===== config.mk =====
export PLATFORM = sky130hd
export DESIGN_NAME = stereo_dead_channel_repair
export DESIGN_NICKNAME = d
export VERILOG_FILES = /design/src/sv/sdcr_pkg.sv /design/src/sv/sdcr_lane.sv /design/src/sv/sdcr_merge.sv /design/src/sv/stereo_dead_channel_repair.sv
export SDC_FILE = /design/constraint.sdc
export NUM_CORES = 1
export LEC_CHECK = 0
export BUFFER_PORTS_ARGS = -buffer_cell sky130_fd_sc_hd__buf_2
export CAP_MARGIN = 40
export CORE_ASPECT_RATIO = 0.5
export CORE_MARGIN = 2
export CORE_UTILIZATION = 65
export CTS_CLUSTER_SIZE = 40
export DETAILED_ROUTE_END_ITERATION = 8
export PLACE_DENSITY = 0.95
export SETUP_SLACK_MARGIN = 0.2
export SYNTH_ARGS = -nofsm -noshare
export SYNTH_HDL_FRONTEND = slang
export SYNTH_SLANG_ARGS = --single-unit

===== constraint.sdc =====
create_clock -name clk_i -period 18.25 [get_ports clk_i]
set_clock_uncertainty 0.2 [all_clocks]
set_input_delay 0.9125 -clock clk_i [delete_from_list [all_inputs] [get_ports clk_i]]
set_output_delay 0.9125 -clock clk_i [all_outputs]
set_load 0.02 [all_outputs]

===== src/sv/sdcr_pkg.sv =====
// ----------------------------------------------------------------------------
// sdcr_pkg: shared types and constants for the stereo dead-channel repair
// Verdict codes, configuration register indexes, reset values of the
// configuration registers and the per-lane control bundle.
// ----------------------------------------------------------------------------
package sdcr_pkg;

  localparam int unsigned SAMPLE_W = 16;
  localparam int unsigned CFG_W    = 16;

  // Channel verdict as shown on channel_status
  typedef enum logic [2:0] {
    VERDICT_UNDECIDED = 3'd0,
    VERDICT_NONE      = 3'd1,
    VERDICT_LEFT      = 3'd2,
    VERDICT_RIGHT     = 3'd3,
    VERDICT_BOTH      = 3'd4
  } verdict_e;

  // Configuration register indexes
  typedef enum logic [1:0] {
    REG_DEV_THRESH   = 2'd0,
    REG_COUNT_THRESH = 2'd1,
    REG_WARMUP       = 2'd2,
    REG_MONO_BYPASS  = 2'd3
  } cfg_reg_e;

  // Reset values of the configuration registers
  localparam logic [CFG_W-1:0] DEV_THRESH_RST   = 16'd50;
  localparam logic [CFG_W-1:0] COUNT_THRESH_RST = 16'd20;
  localparam logic [CFG_W-1:0] WARMUP_RST       = 16'd2205;

  // Per-frame control for one channel lane
  typedef struct packed {
    logic count; // frame belongs to the check buffer
    logic load;  // buffer start: reload reference, clear hits
  } lane_ctrl_t;

endpackage


===== src/sv/sdcr_lane.sv =====
// ----------------------------------------------------------------------------
// sdcr_lane: activity detector for one audio channel
// Holds the reference sample and a saturating hit counter. Reports whether
// the channel counts as live after the current frame.
// ----------------------------------------------------------------------------
module sdcr_lane
  import sdcr_pkg::*;
#(
  parameter int unsigned HIT_COUNT_WIDTH = 16
) (
  input  logic                clk_i,
  input  logic                rst_ni,
  input  lane_ctrl_t          ctrl_i,
  input  logic [SAMPLE_W-1:0] sample_i,
  input  logic [CFG_W-1:0]    dev_thresh_i,
  input  logic [CFG_W-1:0]    count_thresh_i,
  output logic                live_o
);

  localparam int unsigned CMP_W = (HIT_COUNT_WIDTH > CFG_W) ? HIT_COUNT_WIDTH : CFG_W;

  logic [SAMPLE_W-1:0]        ref_q, ref_d;
  logic [HIT_COUNT_WIDTH-1:0] hits_q, hits_d;
  logic [HIT_COUNT_WIDTH-1:0] hits_base;
  logic signed [SAMPLE_W:0]   diff;
  logic [SAMPLE_W:0]          mag_full;
  logic                       hit;

  // Reference for this frame: a buffer start compares against itself
  assign ref_d = ctrl_i.load ? sample_i : ref_q;

  // Distance from the reference, 17-bit signed, magnitude fits 16 bits
  assign diff     = $signed({sample_i[SAMPLE_W-1], sample_i}) -
                    $signed({ref_d[SAMPLE_W-1], ref_d});
  assign mag_full = diff[SAMPLE_W] ? (~diff + 1'b1) : diff;
  assign hit      = (mag_full[SAMPLE_W-1:0] >= dev_thresh_i);

  // Saturating hit counter
  assign hits_base = ctrl_i.load ? '0 : hits_q;
  always_comb begin
    hits_d = hits_base;
    if (hit && (hits_base != {HIT_COUNT_WIDTH{1'b1}})) begin
      hits_d = hits_base + 1'b1;
    end
  end

  assign live_o = (CMP_W'(hits_d) > CMP_W'(count_thresh_i));

  always_ff @(posedge clk_i or negedge rst_ni) begin
    if (!rst_ni) begin
      ref_q  <= '0;
      hits_q <= '0;
    end else if (ctrl_i.count) begin
      ref_q  <= ref_d;
      hits_q <= hits_d;
    end
  end

endmodule


===== src/sv/sdcr_merge.sv =====
// ----------------------------------------------------------------------------
// sdcr_merge: combines the lane findings
// Forms the new verdict from the two live flags and repairs a frame by the
// verdict held before it: the live channel is copied over the dead one.
// ----------------------------------------------------------------------------
module sdcr_merge
  import sdcr_pkg::*;
(
  input  verdict_e            held_i,
  input  logic                left_live_i,
  input  logic                right_live_i,
  input  logic [SAMPLE_W-1:0] left_i,
  input  logic [SAMPLE_W-1:0] right_i,
  output verdict_e            decided_o,
  output logic [SAMPLE_W-1:0] left_o,
  output logic [SAMPLE_W-1:0] right_o
);

  // Verdict from the live flags
  always_comb begin
    case ({right_live_i, left_live_i})
      2'b01:   decided_o = VERDICT_LEFT;
      2'b10:   decided_o = VERDICT_RIGHT;
      2'b11:   decided_o = VERDICT_BOTH;
      default: decided_o = VERDICT_NONE;
    endcase
  end

  // Repair by the held verdict
  always_comb begin
    left_o  = left_i;
    right_o = right_i;
    case (held_i)
      VERDICT_LEFT:  right_o = left_i;
      VERDICT_RIGHT: left_o  = right_i;
      default: ;
    endcase
  end

endmodule


===== src/sv/stereo_dead_channel_repair.sv =====
// ----------------------------------------------------------------------------
// stereo_dead_channel_repair: stereo dead-channel detection and repair
// Result of an accepted input request is on the output register in the next
// cycle. Throughput: one frame per cycle while the master side takes results,
// set by the single output register that parts the slave and master sides.
// Reset: asynchronous, active low; verdict undecided, counters cleared,
// configuration registers back to their defaults. No clearing pass.
// ----------------------------------------------------------------------------
module stereo_dead_channel_repair
  import sdcr_pkg::*;
#(
  parameter int unsigned HIT_COUNT_WIDTH = 16
) (
  input  logic        clk_i,
  input  logic        rst_ni,
  // Configuration write channel
  input  logic        cfg_valid_i,
  output logic        cfg_ready_o,
  input  logic [1:0]  cfg_index_i,
  input  logic [15:0] cfg_data_i,
  // Input stream
  input  logic        s_axis_tvalid,
  output logic        s_axis_tready,
  input  logic [31:0] s_axis_tdata,  // [15:0] left_sample, [31:16] right_sample
  input  logic        s_axis_tuser,  // [0] first_of_buffer
  input  logic        s_axis_tlast,  // last_of_buffer
  // Output stream
  output logic        m_axis_tvalid,
  input  logic        m_axis_tready,
  output logic [39:0] m_axis_tdata   // [15:0] left_out, [31:16] right_out,
                                     // [34:32] channel_status, [39:35] zero
);

  // Configuration registers
  logic [CFG_W-1:0] dev_thresh_q, count_thresh_q, warmup_q;
  logic             mono_q;

  assign cfg_ready_o = 1'b1;

  always_ff @(posedge clk_i or negedge rst_ni) begin
    if (!rst_ni) begin
      dev_thresh_q   <= DEV_THRESH_RST;
      count_thresh_q <= COUNT_THRESH_RST;
      warmup_q       <= WARMUP_RST;
      mono_q         <= 1'b0;
    end else if (cfg_valid_i) begin
      case (cfg_reg_e'(cfg_index_i))
        REG_DEV_THRESH:   dev_thresh_q   <= cfg_data_i;
        REG_COUNT_THRESH: count_thresh_q <= cfg_data_i;
        REG_WARMUP:       warmup_q       <= cfg_data_i;
        REG_MONO_BYPASS:  mono_q         <= cfg_data_i[0];
        default: ;
      endcase
    end
  end

  // Handshake
  logic out_valid_q, out_valid_d;
  logic accept;

  assign s_axis_tready = !out_valid_q || m_axis_tready;
  assign accept        = s_axis_tvalid && s_axis_tready;

  logic [SAMPLE_W-1:0] left_in, right_in;
  assign left_in  = s_axis_tdata[15:0];
  assign right_in = s_axis_tdata[31:16];

  // Check control
  logic [CFG_W-1:0] warm_q, warm_d;
  logic             checking_q, checking_d;
  verdict_e         verdict_q, verdict_d, decided;
  logic             undecided, start, active;
  lane_ctrl_t       lane_ctrl;
  logic             left_live, right_live;

  assign undecided = accept && !mono_q && (verdict_q == VERDICT_UNDECIDED);
  assign start     = undecided && s_axis_tuser && (checking_q || (warm_q >= warmup_q));
  assign active    = undecided && (start || checking_q);

  assign lane_ctrl.load  = start;
  assign lane_ctrl.count = active;

  always_comb begin
    warm_d     = warm_q;
    checking_d = checking_q;
    verdict_d  = verdict_q;
    if (active) begin
      checking_d = !s_axis_tlast;
      if (s_axis_tlast) begin
        verdict_d = decided;
      end
    end else if (undecided && (warm_q != {CFG_W{1'b1}})) begin
      warm_d = warm_q + 1'b1;
    end
  end

  always_ff @(posedge clk_i or negedge rst_ni) begin
    if (!rst_ni) begin
      warm_q     <= '0;
      checking_q <= 1'b0;
      verdict_q  <= VERDICT_UNDECIDED;
    end else begin
      warm_q     <= warm_d;
      checking_q <= checking_d;
      verdict_q  <= verdict_d;
    end
  end

  // Channel lanes
  sdcr_lane #(
    .HIT_COUNT_WIDTH (HIT_COUNT_WIDTH)
  ) u_lane_left (
    .clk_i          (clk_i),
    .rst_ni         (rst_ni),
    .ctrl_i         (lane_ctrl),
    .sample_i       (left_in),
    .dev_thresh_i   (dev_thresh_q),
    .count_thresh_i (count_thresh_q),
    .live_o         (left_live)
  );

  sdcr_lane #(
    .HIT_COUNT_WIDTH (HIT_COUNT_WIDTH)
  ) u_lane_right (
    .clk_i          (clk_i),
    .rst_ni         (rst_ni),
    .ctrl_i         (lane_ctrl),
    .sample_i       (right_in),
    .dev_thresh_i   (dev_thresh_q),
    .count_thresh_i (count_thresh_q),
    .live_o         (right_live)
  );

  // Merge and repair
  logic [SAMPLE_W-1:0] left_rep, right_rep;
  verdict_e            held;

  assign held = mono_q ? VERDICT_UNDECIDED : verdict_q;

  sdcr_merge u_merge (
    .held_i       (held),
    .left_live_i  (left_live),
    .right_live_i (right_live),
    .left_i       (left_in),
    .right_i      (right_in),
    .decided_o    (decided),
    .left_o       (left_rep),
    .right_o      (right_rep)
  );

  // Output register
  logic [SAMPLE_W-1:0] left_out_q, right_out_q;
  verdict_e            status_q;

  assign out_valid_d = accept ? 1'b1 : (m_axis_tready ? 1'b0 : out_valid_q);

  always_ff @(posedge clk_i or negedge rst_ni) begin
    if (!rst_ni) begin
      out_valid_q <= 1'b0;
    end else begin
      out_valid_q <= out_valid_d;
    end
  end

  always_ff @(posedge clk_i) begin
    if (accept) begin
      left_out_q  <= left_rep;
      right_out_q <= right_rep;
      status_q    <= verdict_d;
    end
  end

  assign m_axis_tvalid = out_valid_q;
  assign m_axis_tdata  = {5'b0, status_q, right_out_q, left_out_q};

  // Assertions
  a_verdict_sticky: assert property (@(posedge clk_i) disable iff (!rst_ni)
    (verdict_q != VERDICT_UNDECIDED) |=> (verdict_q == $past(verdict_q)))
    else $error("verdict changed after being decided");

  a_check_undecided: assert property (@(posedge clk_i) disable iff (!rst_ni)
    checking_q |-> (verdict_q == VERDICT_UNDECIDED))
    else $error("check running with a verdict already fixed");

  a_warm_frozen: assert property (@(posedge clk_i) disable iff (!rst_ni)
    (verdict_q != VERDICT_UNDECIDED) |=> $stable(warm_q))
    else $error("warm-up counter moved after the verdict");

  a_repair_left: assert property (@(posedge clk_i) disable iff (!rst_ni)
    (accept && !mono_q && (verdict_q == VERDICT_LEFT)) |=> (right_out_q == left_out_q))
    else $error("left-only verdict did not copy left over right");

endmodule


==> metrics <==
max_cap viols 0; post-layout utilization of the core 0.735; number of synthesized flops with an enable pin 35; cells after synthesis 1344; area share of fa/ha/maj cells after synthesis 0.120; crit path DAT 11.62 ns; area of the multi-input gates 7250 um2; Fmax achieved 86.0 MHz; Via density 6.48; cell area after technology mapping 12200 um2; slew at the pin closest to its max-slew limit 0.902 ns; clock-pin slew on the worst setup and hold paths 0.08 ns; most instantiated flip-flop cell in the synthesis netlist sky130_fd_sc_hd__dfrtp_1; average detailed-routed wire length per instance 20.3 um; proportion of layout cells with a drive suffix above 1 0.174; top post-synthesis cells by area sky130_fd_sc_hd__dfrtp_1, sky130_fd_sc_hd__ha_1, sky130_fd_sc_hd__edfxtp_1, sky130_fd_sc_hd__mux2_2, sky130_fd_sc_hd__nand2_1; synthesized-area fraction occupied by xor and xnor cells 0.0567; number of buffers between clock root and the deepest sink 2; cell seen most often among critical-path stages sky130_fd_sc_hd__a21o_1; # nets final 1599; worst hold path class in -> async; Tcrit/Tclk final 0.637; number of diodes added for antenna fixing 0; main combinational cell family by area after synthesis simple AND/OR/NAND/NOR gates; Setup CP Type reg -> reg; final total power 1.13 mW; detailed placer's ending HPWL 24800 um; fillcell total 1163; effective utilization at floorplan 0.664; final routed DRC violation total 0; Placer Congestion 0.936; post-CTS setup buffers 0; max-slew violation count 0; worst slack at placement 6.97 ns; smallest setup slack after layout 6.62 ns; number of clock sinks 169; crit end category flip-flop; Worst setup SP type flip-flop; Port-buffer cells 93; Synth top area share 0.252; Post-Route Setup TNS 0 ns; num rows 35; horizontal die dimension 198 um; vias in the first global route 10900; CTS root buffer sky130_fd_sc_hd__clkbuf_16; total global-route track usage 0.354; fraction of the mapped netlist area in compound gates 0.151; average cell area after synthesis 9.08 um2; IR drop worst, VDD 0.0837 mV; synthesis-to-finish area growth 10.8%; basic-gate share of the synthesized area counting and, or, nand and nor cells 0.192; DR pass1 iterations 5; required time reported for the critical path endpoint 18.24 ns; headroom to the max-slew limit 0.396; post-route worst hold slack 0.151 ns; number of buffers inserted during clock tree synthesis 17; unrepaired setup endpoints after global routing false; power per cell area 83.7 nW/um2; Post-CTS Hold Buffers 0; first-pass GRT wire length 55100 um; Worst path slowest cell sky130_fd_sc_hd__o21ai_4; largest area contributor in the synthesized netlist sky130_fd_sc_hd__dfrtp_1; commonest cells in the synthesized netlist sky130_fd_sc_hd__nand2_1, sky130_fd_sc_hd__dfrtp_1, sky130_fd_sc_hd__ha_1; number of different library cells in the post-synthesis netlist 82; run status complete, no violations; number of routed nets with antenna violations 0; min cycle time layout 11.63 ns; CP Max Fanout 42; Clock H-tree levels 4; final hold viol count 0; maximum number of pins on one net before global-route repair 62; Final Routed Wirelength 34100 um; Post-CTS Resized 0; Std-Cell Core Area 18400 um2; leftover overflow at the end of global routing 0; number of ports placed on the die boundary 100; First DRT Iteration DRCs 1209; flip-flop and latch count after synthesis 169; die area 20000 um2; insertion delay of the later-clocked pin in the worst-skew pair 0.45 ns; synthesis warning total 0; share of synthesized area spent on multiplexers 0.0706; Slowest Stage Delay on Critical Path 0.74 ns; Die Y 101 um; cell with the most instances after synthesis sky130_fd_sc_hd__nand2_1; asr flop ratio synth 0.793; area occupied by registers 4420 um2; CTS tree done; Setup-failing EPs final 0; vias 10900; leakage power total 6.24 nW; share of synthesized area occupied by flip-flops and latches 0.362; antenna violations before repair 0
[registers in the layout, summed over array words and instances, names as in the netlist]
signal,flops
right_out_q,16
checking_q,1
left_out_q,16
warm_q,16
m_axis_tvalid,1
status_q,3
mono_q,1
u_lane_left.hits_q,16
u_lane_right.hits_q,16
count_thresh_q,16
dev_thresh_q,16
u_lane_right.ref_q,16
verdict_q,3
u_lane_left.ref_q,16
warmup_q,16
[cells in the final DEF, fill, tap and decap left out, types with 5 or more instances in the layout]
master and count:
sky130_fd_sc_hd__a21o_1 28, sky130_fd_sc_hd__a21oi_1 48, sky130_fd_sc_hd__a22o_1 7, sky130_fd_sc_hd__a31oi_1 11, sky130_fd_sc_hd__and2_1 12, sky130_fd_sc_hd__and3_1 16, sky130_fd_sc_hd__buf_2 92, sky130_fd_sc_hd__buf_4 11
sky130_fd_sc_hd__clkbuf_16 19, sky130_fd_sc_hd__conb_1 6, sky130_fd_sc_hd__dfrtp_1 123, sky130_fd_sc_hd__dfstp_2 11, sky130_fd_sc_hd__edfxtp_1 35, sky130_fd_sc_hd__ha_1 114, sky130_fd_sc_hd__inv_1 99, sky130_fd_sc_hd__inv_6 6
sky130_fd_sc_hd__mux2_2 73, sky130_fd_sc_hd__nand2_1 183, sky130_fd_sc_hd__nand2b_1 16, sky130_fd_sc_hd__nand3_1 43, sky130_fd_sc_hd__nand4_1 23, sky130_fd_sc_hd__nor2_1 93, sky130_fd_sc_hd__nor2b_1 19, sky130_fd_sc_hd__nor3_1 14
sky130_fd_sc_hd__nor3b_1 6, sky130_fd_sc_hd__o211ai_1 15, sky130_fd_sc_hd__o21a_1 11, sky130_fd_sc_hd__o21ai_0 83, sky130_fd_sc_hd__o21bai_1 5, sky130_fd_sc_hd__o31ai_1 9, sky130_fd_sc_hd__or2_2 7, sky130_fd_sc_hd__or3_1 16
sky130_fd_sc_hd__or4_1 9, sky130_fd_sc_hd__xnor2_1 56, sky130_fd_sc_hd__xor2_1 23
[cell type report]
class / count / area share
multi-input combinational: 1034 / 0.536
sequential: 169 / 0.327
timing repair buffer: 105 / 0.0433
clock buffer: 20 / 0.0354
inverter: 99 / 0.0275
tap: 240 / 0.0222
clock inverter: 12 / 0.00870
[cell families after synthesis]
family / count (synthesis)
AND/OR/NAND/NOR: 482
adder cells (fa/ha/maj): 116
multiplexers: 77
buffers and inverters: 145
flip-flops: 169
XOR/XNOR: 79
other: 2
AO/OA/AOI/OAI: 274
[final timing paths]
path / cells after the start / slack [ns] / start / end
max: 46 / 6.62 / warmup_q[7]$_DFFE_PN1P_ / status_q[2]$_DFFE_PP_
min: 1 / 0.15 / rst_ni / u_lane_right.ref_q[14]$_DFFE_PN0P_
max reg2reg: 46 / 6.62 / warmup_q[7]$_DFFE_PN1P_ / status_q[2]$_DFFE_PP_
min reg2reg: 2 / 0.28 / u_lane_left.ref_q[13]$_DFFE_PN0P_ / u_lane_left.ref_q[13]$_DFFE_PN0P_
max in group asynchronous: 3 / 16.31 / rst_ni / u_lane_right.hits_q[13]$_DFFE_PN0P_
min in group clk_i: 2 / 0.28 / u_lane_left.ref_q[13]$_DFFE_PN0P_ / u_lane_left.ref_q[13]$_DFFE_PN0P_
[critical path, delay by kind of cell, from the launching register on]
kind                     cells  cell delay (ns)
adder cells (fa/ha/maj)      6             1.72
multiplexers                 3             0.91
AND/OR/NAND/NOR              8             0.92
flip-flops                   1             0.54
AO/OA/AOI/OAI               25             6.21
buffers and inverters        4             0.84
[routing by layer]
layer  up-vias  GRT usage  wire [um]
met3       153     0.0716       2960
li1       4911          -          -
met4         0      0.178       1610
met2       609      0.603      16400
met5         -          0          0
met1      5210      0.435      13200
[per-stage QoR]
step	instance area, um2	instances
finish	13500	1679
global route	13500	1679
CTS	13500	1679
detailed placement	12900	1647
global placement	12900	1645
floorplan	12200	1348
[report_power, final]
part | leakage [nW] | internal [mW] | switching [mW]
clock | 0.288 | 0.197 | 0.180
combinational | 3.93 | 0.129 | 0.192
sequential | 2.03 | 0.419 | 0.0146
Power figures use the tool's default switching activity.
